### config.mk
export PLATFORM = sky130hd
export DESIGN_NAME = pldl_div
export DESIGN_NICKNAME = d
export VERILOG_FILES = /design/src/hw/rtl/pldl_pkg.sv /design/src/hw/rtl/pldl_div.sv
export SDC_FILE = /design/constraint.sdc
export NUM_CORES = 1
export LEC_CHECK = 0
export BUFFER_PORTS_ARGS = -buffer_cell sky130_fd_sc_hd__buf_4
export CORE_ASPECT_RATIO = 1.4
export CORE_UTILIZATION = 57
export DETAILED_ROUTE_END_ITERATION = 6
export HOLD_SLACK_MARGIN = 0.08
export PLACE_DENSITY = 0.88
export SLEW_MARGIN = 30
export SYNTH_ARGS = -nofsm -noshare
export SYNTH_HDL_FRONTEND = slang
export SYNTH_SLANG_ARGS = --single-unit
### constraint.sdc
create_clock -name clk -period 6.1 [get_ports clk]
set_clock_uncertainty 0.2 [all_clocks]
set_input_delay 0.915 -clock clk [delete_from_list [all_inputs] [get_ports clk]]
set_output_delay 0.915 -clock clk [all_outputs]
set_load 0.005 [all_outputs]
### src/hw/rtl/pldl_pkg.sv
`timescale 1ns / 1ps
// pldl_pkg: shared constants, sequencer states and divider handshake types
// for the phase locked delay line; no dependencies

package pldl_pkg;

  localparam int LEN     = 1024;
  localparam int AW      = 10;
  localparam int HALF    = LEN / 2;
  localparam int MAX_RUN = 64;
  localparam int RUN_W   = 7;
  localparam int SUM_W   = 32;
  localparam int CNT_W   = 8;
  localparam int SMP_W   = 24;
  localparam int GAP_W   = 10;
  localparam int TOL_W   = 9;
  localparam int SAT_W   = 23;
  localparam int CFG_W   = 23;
  localparam int IDX_W   = 2;
  localparam int ENTRY_W = SUM_W + CNT_W;
  localparam int DVD_W   = 44;
  localparam int DVS_W   = AW;
  localparam int STEP_W  = $clog2(DVD_W + 1);

  localparam logic [IDX_W-1:0] REG_GAP = 2'd0;
  localparam logic [IDX_W-1:0] REG_TOL = 2'd1;
  localparam logic [IDX_W-1:0] REG_SAT = 2'd2;

  localparam logic [SAT_W-1:0] SAT_RESET = 23'd65536;
  localparam logic [CNT_W-1:0] CNT_FULL  = 8'd255;

  typedef enum logic [13:0] {
    S_CLEAR  = 14'b00000000000001,
    S_IDLE   = 14'b00000000000010,
    S_WR_CHK = 14'b00000000000100,
    S_SETUP  = 14'b00000000001000,
    S_TOP    = 14'b00000000010000,
    S_AV_CHK = 14'b00000000100000,
    S_AV_PRD = 14'b00000001000000,
    S_DIV_AV = 14'b00000010000000,
    S_MUL1   = 14'b00000100000000,
    S_MUL2   = 14'b00001000000000,
    S_BLS    = 14'b00010000000000,
    S_DIV_BL = 14'b00100000000000,
    S_EMIT   = 14'b01000000000000,
    S_SPARE  = 14'b10000000000000
  } state_t;

  typedef struct packed {
    logic                    start;
    logic signed [DVD_W-1:0] dividend;
    logic [DVS_W-1:0]        divisor;
  } div_req_t;

  typedef struct packed {
    logic                    done;
    logic signed [SUM_W-1:0] quotient;
  } div_rsp_t;

endpackage

### src/hw/rtl/pldl_div.sv
`timescale 1ns / 1ps
// pldl_div: signed by unsigned restoring divider, one quotient bit per cycle,
// truncates toward zero; depends on pldl_pkg

module pldl_div (
  input  logic               clk,
  input  logic               rst,
  input  pldl_pkg::div_req_t req,
  output pldl_pkg::div_rsp_t rsp
);

  logic                                busy;
  logic                                done;
  logic                                neg;
  logic [pldl_pkg::STEP_W-1:0]         step;
  logic [pldl_pkg::DVD_W-1:0]          quo;
  logic [pldl_pkg::DVS_W:0]            rem;
  logic [pldl_pkg::DVS_W-1:0]          dvs;
  logic [pldl_pkg::DVS_W:0]            rem_sh;
  logic                                fits;
  logic [pldl_pkg::DVD_W-1:0]          quo_signed;

  assign rem_sh = {rem[pldl_pkg::DVS_W-1:0], quo[pldl_pkg::DVD_W-1]};
  assign fits   = rem_sh >= {1'b0, dvs};

  always_ff @(posedge clk) begin
    if (rst) begin
      busy <= 1'b0;
      done <= 1'b0;
    end else begin
      done <= 1'b0;
      if (req.start) begin
        busy <= 1'b1;
        step <= pldl_pkg::STEP_W'(pldl_pkg::DVD_W);
        neg  <= req.dividend[pldl_pkg::DVD_W-1];
        quo  <= req.dividend[pldl_pkg::DVD_W-1] ? -req.dividend : req.dividend;
        rem  <= '0;
        dvs  <= req.divisor;
      end else if (busy) begin
        rem  <= fits ? rem_sh - {1'b0, dvs} : rem_sh;
        quo  <= {quo[pldl_pkg::DVD_W-2:0], fits};
        step <= step - 1'b1;
        if (step == pldl_pkg::STEP_W'(1)) begin
          busy <= 1'b0;
          done <= 1'b1;
        end
      end
    end
  end

  assign quo_signed   = neg ? -quo : quo;
  assign rsp.done     = done;
  assign rsp.quotient = quo_signed[pldl_pkg::SUM_W-1:0];

endmodule

Yosys cells after proc, flatten, opt, wreduce, memory -nomap -nowiden
Cells that the tools add are included.

Bits in registers: 73. Bits in latches: 0. Memory bits (writable): 0. Memory bits (read-only): 0. Input bits: 57. Output and inout port bits: 33. Word-level logic and storage cells: 30. Memories kept: 0.

Add/sub/neg operators: 4. Multiply operators: 0. Divide/modulo/power cells: 0. $lt $le $gt $ge: 1. Equal/unequal tests: 1. Shift operators: 0. Muxes and demuxes: 11. Bitwise gates (word level): 2. Reduce and logical (&&, ||, !) cells: 4.

Operators with widths (count): 44-bit 2-to-1 mux (3); 44-bit negator (1); 32-bit 2-to-1 mux (1); 32-bit negator (1); 10-bit 2-to-1 mux (2); 11-bit by 10-bit greater-or-equal comparator with 1-bit output (1); 10-bit subtractor (1); 6-bit by 1-bit == test with 1-bit output (second input constant) (1); 6-bit 2-to-1 mux (1); 6-bit by 1-bit subtractor with 6-bit output (second input constant) (1); 1-bit 2-to-1 mux (4); 2-bit AND reduction (2); 3-bit OR reduction (1); 1-bit NOT (2); 2-bit nonzero test (1).

Depth between registers and ports, before layout
Gate-level depths: netlist (run 1).

Word-level depth: 4. Mapped depth: 10. Depth with buffers taken out: 10.

Worst setup path before layout (run 1)
OpenSTA, ideal clock, no wires.

Kind: input to register. Start point: in req[54] (netlist name). End point: reg quo[0] (netlist name), enable pin. Setup time: 0.478 ns. Data arrival time: 3.974 ns. Required time: 5.422 ns. Path slack: 1.448 ns. Stages: 4. Buffers on the path: 2. Cells stage by stage: clkbuf_1 clkbuf_1 nor2_1 nor2_1.

Longest elaborated chain between the ends: 2.

RTL lines: start, declared (line pldl_div.sv:8) `input pldl_pkg::div_req_t req,`; 2-bit nonzero test (no source line); 2-bit AND reduction (no source line); end signal, assigned (line pldl_div.sv:36) `quo <= req.dividend[pldl_pkg::DVD_W-1] ? -req.dividend : req.dividend;`; end signal, assigned (line pldl_div.sv:41) `quo <= {quo[pldl_pkg::DVD_W-2:0], fits};`; end, declared (line pldl_div.sv:16) `logic [pldl_pkg::DVD_W-1:0] quo;`.

No other way between the ends. A chain may end at the register's enable or synchronous reset.

==> results of run 1 <==
-- Yosys cell counts, types with 3 or more instances --
cell type  number
nor2_1         57
o21ai_0        34
or4_1           7
nor2b_1         4
xnor2_1        43
and3_1          3
nand3_1        13
edfxtp_1       71
or3_1          14
o31ai_1        17
nor3_1          9
o41ai_2         3
nand2b_1        7
xor2_1         35
a21o_1          5
ha_1           14
nand2_1        32
mux2_2          6
or2_2           3
o41ai_1         9
clkbuf_1       17
inv_1          19
a211oi_1        5
a21oi_1        49
-- layout make-up --
| class | count | area, um2 | area share [%] |
|---|---|---|---|
| well taps | 105 | 131 | 2.18 |
| flip-flops and latches | 73 | 2170 | 36.0 |
| multi-input cells | 399 | 2670 | 44.2 |
| repair buffers | 91 | 687 | 11.4 |
| clock inverters | 2 | 38.8 | 0.643 |
| inverters | 19 | 71.3 | 1.18 |
| clock buffers | 14 | 264 | 4.38 |
-- cell families (layout without fill, tap and decap cells) --
kind of cell / after synthesis / after routing
DFF: 73 / 73
and+or+nand+nor: 162 / 162
muxes: 7 / 7
adders and majority gates: 15 / 15
xor gates and xnor gates: 78 / 78
AOI/OAI and AO/OA: 137 / 137
buffers and inverters: 40 / 126
-- path summary, 6_finish.rpt --
check | startpoint | to | slack (ns) | depth (start not counted)
worst max-delay path | quo[9] | rsp[25] | 2.11 | 7
worst min-delay path | busy | done | 0.30 | 1
worst min register to register | busy | done | 0.30 | 1
worst max register to register | quo[43] | rem[8] | 3.11 | 10
-- stage by stage --
step	power, mW	hold WS (ns)
floorplan	0.836	0.266
global placement	0.953	0.280
detailed placement	0.969	0.291
CTS	1.51	0.302
global route	1.57	0.315
finish	1.50	0.300
-- cell usage in the layout (no fill, tap or decap), drive strengths merged, types with 2 or more instances in the layout --
master,instances
nor2,57
clkbuf,14
a211oi,5
a311oi,2
edfxtp,71
and3,3
or4,9
or2,4
o21a,2
nand2b,7
nand4,3
o41ai,12
ha,14
a21o,5
nand3,13
nor3,9
o21ai,35
a21oi,49
buf,91
inv,19
o21bai,2
xnor2,43
nor2b,4
o31ai,18
dfxtp,2
nor4,4
xor2,35
mux2,6
or3,14
nand2,32
-- critical path: cells and delay by family, from the launching register on --
family          cells  cell delay (ns)
simple gates        4             1.50
flops               1             0.44
buf+inv             1             0.13
compound gates      1             0.30
xor+xnor            1             0.16
-- per-layer routing --
layer	wire length (um)	GRT usage [%]	part of all wire, %	up-vias
met5	0	0	0	-
met3	753	6.37	6.3	21
met1	4470	32.2	38	2032
met4	247	11.1	2.1	0
li1	-	-	-	2054
met2	6410	48.6	54	145
-- sequential cells by signal, indices dropped and copies added (netlist names) --
register / cells
done: 1
neg: 1
dvs: 10
busy: 1
rem: 10
step: 6
quo: 44
-- power groups by stage --
stage / Clock (mW) / Sequential [mW] / Combinational [mW]
after global routing: 0.566 / 0.635 / 0.366
after CTS: 0.543 / 0.633 / 0.329
final: 0.538 / 0.631 / 0.334
after detailed placement: 0 / 0.643 / 0.326
after global placement: 0 / 0.640 / 0.313
after floorplan: 0 / 0.632 / 0.204
==> metrics.cfg, run 1 <==
[finish]
syn2layout_area_growth_pct = 20.9
instances_no_fill = 703
diodes = 0
fill_cells = 643
drive_gt1_share_pct = 20.9
final_util_pct = 70.5
nets = 665
finalInstanceArea_mm2 = 0.00603

[placed_design]
gp_congestion = 0.870
port-buffer-count = 89
post-place-cells = 686
dp_hpwl_um = 8700
dpl_cell_area_mm2 = 0.00572
dp_slack_ns = 2.47

[synth]
syn_area_per_cell_um2 = 9.74
synthMuxAreaShare_pct = 1.56
synth_compound_area_share_pct = 17.4
synthXorXnorAreaFrac_pct = 13.7
synth_top_area_cell = edfxtp_1
syn-cell-area_mm2 = 0.00499
synth-simple-area-share_pct = 16.7
ys_warn_count = 0
ys_ff_latch = 73
synth_edf_count = 71
async_flop_share_pct = 0
synthTopCellsByArea = edfxtp_1 (43%), xnor2_1 (7.5%), xor2_1 (6.1%)
synth_cell_types = 51
ys.flop_type = edfxtp_1
synth_adder_area_share_pct = 3.91
synthCells = 512
syn-num-nets = 584
synth_top_area_share_pct = 42.7
seq_area_frac_synth_pct = 43.5
synth_top_family_by_area = compound AO/OA/AOI/OAI gates

[die]
die_h_um = 113
core_mm2 = 0.00856
die_area_mm2 = 0.00914
core.rowCount = 40
ios = 90
start_util_pct = 58.3
dieWidth_um = 81.1

[power_and_ir_drop]
p_sw_mw = 0.403
combPwrFrac_pct = 22.2
peakVddDrop_mv = 0.195
powerDensity_mw_per_mm2 = 249
clockPowerShare_pct = 35.8
p_int_mw = 1.10
leakagePower_nw = 2.29
power_switching_share_pct = 26.8
pwr-share-seq_pct = 42.0

[clock_tree]
cts_tree = built
hold_buffers = 0
clkLatencyLatePin_ns = 0.34
cts_sinks = 73
post-cts-setup-buffers = 0
clockBufferDepth = 2
h-tree-depth = 3
cts-root-buf = clkbuf_16
cts-buffers-inserted = 9
clkTransAtPathRegs_ns = 0.05
ctsResizeCount = 0

[sta]
fin_tns_setup_ns = 0
hold_violations = 0
finalWorstPathRequiredPeriod_ns = 3.99
worst_pin_slew_ns = 0.931
rsz0062_at_grt = no
period_share_pct = 65.3
max_freq_mhz = 251
setup_viol = 0
timing_max_transition_violations_final = 0
fin_ws_ns = 2.11
relSlewSlack_pct = 37.8

[outcome]
status = finished, final reports clean

[worst_setup_path]
cp_data_required_time_ns = 4.98
worst_path_largest_cell_delay_ns = 0.61
cpMaxStageDelayCell = or4_1
crit_chain = or4_1, nor4_2, nand2_1, or3_1, o31ai_1, xnor2_1, buf_4
worst-path-max-fanout = 5
crit_path_end_kind = primary output
cp.arrival_ns = 2.87
crit_type = flop to primary output
crit_path_start_kind = flop

[grt]
grt_pass1_vias = 4170
track_usage_pct = 27.8
grt_pass1_wl_um = 19500
grt_max_degree = 97
grt_overflow_total = 0
antenna_found_initial = 0

[routing]
drc = 0
wl_per_cell_um = 16.9
finalWirelength_um = 11900
antenna_left = 0
drt_first_pass_iters = 5
vias = 4252
drtIter0Drc = 313
vias_per_cell = 6.05

[job]
drv_cap = 0

[hold_path]
hp-class = flop to flop

Note: power is estimated with default switching activity, not from simulation.
==> run 2: changes to the inputs <==
- ABC_AREA: unset -> 1
- CORE_UTILIZATION: 57 -> 58
- clock period: 6.1 -> 3.7 ns (I/O delays scaled with it)
==> metrics.cfg, run 2 <==
[routing]
drtIter0Drc = 633
drt_first_pass_iters = 5
vias = 5885
finalWirelength_um = 15500
vias_per_cell = 5.63
drc = 0
antenna_left = 0
wl_per_cell_um = 14.8

[synth]
ys_ff_latch = 73
syn-cell-area_mm2 = 0.00584
syn-num-nets = 896
async_flop_share_pct = 0
syn_area_per_cell_um2 = 7.09
ys.flop_type = edfxtp_1
synth_top_area_cell = edfxtp_1
ys_warn_count = 0
synth_top_area_share_pct = 36.5
synth_edf_count = 71
synth_cell_types = 41
yosys.cell_count.top_type = nand2_1
seq_area_frac_synth_pct = 37.2
synthCells = 824
synth_commonest_cells = nand2_1 (222), inv_1 (107), nor2_1 (105)
synthTopCellsByArea = edfxtp_1 (37%), nand2_1 (14%), nand3_1 (7.2%)

[finish]
fill_cells = 811
syn2layout_area_growth_pct = 18.8
final_common_cell = nand2_1
multi_input_area_mm2 = 0.00315
instances_no_fill = 1046
top_register = quo
drive_gt1_share_pct = 15.1
layout_common_cells = nand2_1 (222), inv_1 (107), nor2_1 (105)
final-seq-area_mm2 = 0.00217
largest_reg_flops = 44
diodes = 0
reg_top3 = quo (44), dvs (10), rem (10)
nets = 978

[worst_setup_path]
crit_path_end_kind = primary output
cp.arrival_ns = 2.12
cp_data_required_time_ns = 2.94
worst_path_largest_cell_delay_ns = 0.39
crit_path_start_kind = flop
worst-path-max-fanout = 6
crit_chain = inv_1, ha_1, nand3_2, nor2_4, nand3_2, o21ai_4, a21oi_1, nand2b_1, buf_4
cpMaxStageDelayCell = edfxtp_1
crit_type = flop to primary output
path_common_cell = nand3_2

[sta]
hold_violations = 0
max_freq_mhz = 348
finalWorstPathRequiredPeriod_ns = 2.87
fin_tns_setup_ns = 0
worst_pin_slew_ns = 0.564
rsz0062_at_grt = no
period_share_pct = 77.7
timing_max_transition_violations_final = 0
fin_ws_ns = 0.826
relSlewSlack_pct = 62.1
setup_viol = 0

[die]
core_mm2 = 0.00985
ios = 90
die_h_um = 121
dieWidth_um = 86.8
core.rowCount = 43
start_util_pct = 59.3
die_area_mm2 = 0.0105

[clock_tree]
cts_sinks = 73
clkLatencyLatePin_ns = 0.34
post-cts-setup-buffers = 0
h-tree-depth = 3
ctsResizeCount = 0
hold_buffers = 0
clkTransAtPathRegs_ns = 0.06
clockBufferDepth = 2
cts_tree = built
cts-root-buf = clkbuf_16
cts-buffers-inserted = 9

[power_and_ir_drop]
peakVddDrop_mv = 0.274
powerDensity_mw_per_mm2 = 375
leakagePower_nw = 3.20

[job]
drv_cap = 0

[placed_design]
post-place-cells = 1030
dp_slack_ns = 1.21
port-buffer-count = 89
gp_congestion = 1.03
dp_hpwl_um = 11400

[grt]
grt_pass1_wl_um = 25000
track_usage_pct = 31.1
grt_max_degree = 62
antenna_found_initial = 0
grt_pass1_vias = 5437
grt_overflow_total = 0

[outcome]
status = finished, final reports clean

[hold_path]
hp-class = primary input to flop

[run 2: cell count changes after synthesis, moves of 9 or more]
cell / before / now
o41ai_1: 9 / 0
xnor2_1: 43 / 4
nand3_1: 13 / 84
or3_1: 14 / 0
nand2_1: 32 / 222
o21ai_1: 1 / 12
o21ai_0: 34 / 45
nand4_1: 2 / 25
o31ai_1: 17 / 4
a21oi_1: 49 / 16
nor2_1: 57 / 105
inv_1: 19 / 107
[run 2: worst paths after layout]
check        cells past startpoint  startpoint  endpoint  slack [ns]
max reg2reg                     10      rem[1]    rem[9]        1.28
max                              9      quo[0]   rsp[20]        0.83
min                              1      req[9]    dvs[9]        0.19
min reg2reg                      2     quo[41]   quo[42]        0.32
[run 2: final cells by class]
| class | instances | area share, % |
|---|---|---|
| well taps | 135 | 2.44 |
| flip-flops and latches | 73 | 31.3 |
| repair buffers | 93 | 10.2 |
| multi-input cells | 619 | 45.4 |
| inverters | 110 | 5.95 |
| clock buffers | 10 | 3.30 |
| clock inverters | 6 | 1.32 |
[run 2: stage by stage]
step	cell area [um2]	power (mW)	utilization (%)	hold slack, ns
floorplan	5840	1.42	-	0.243
global placement	6610	1.64	67.2	0.301
global route	6930	2.72	70.4	0.181
CTS	6930	2.59	70.4	0.182
detailed placement	6610	1.65	67.2	0.302
finish	6930	2.60	70.4	0.185
[run 2: cells by family (layout without fill, tap and decap cells)]
kind of cell | count (synthesis) | count (layout) | share of synthesized area (%)
and+or+nand+nor | 472 | 472 | 35.4
buffers and inverters | 132 | 219 | 9.04
AOI/OAI and AO/OA | 90 | 90 | 8.72
DFF | 73 | 73 | 37.2
xor gates and xnor gates | 42 | 42 | 6.30
adders and majority gates | 15 | 15 | 3.34
[run 2: worst max-delay path, delay by kind of cell (launching register included)]
kind	cells	cell delay, ns
compound gates	2	0.32
fa+ha+maj	1	0.20
buf+inv	2	0.27
flops	1	0.39
simple gates	4	0.59
[run 2: power by group]
part / leakage, nW / switching [mW] / internal, mW / total [mW]
logic: 2.35 / 0.373 / 0.246 / 0.618
clock network: 0.157 / 0.352 / 0.594 / 0.946
registers: 0.695 / 0.0426 / 0.990 / 1.03
total: 3.20 / 0.768 / 1.83 / 2.60
[run 2: layer usage]
metal / vias to the layer above / share of wire (%) / GRT usage, % / wire, um
met3: 67 / 7.3 / 5.39 / 1130
met2: 292 / 48 / 50.9 / 7440
met5: - / 0 / 0 / 0
met1: 2670 / 39 / 38.6 / 6090
li1: 2856 / - / - / -
met4: 0 / 5.1 / 17.0 / 787
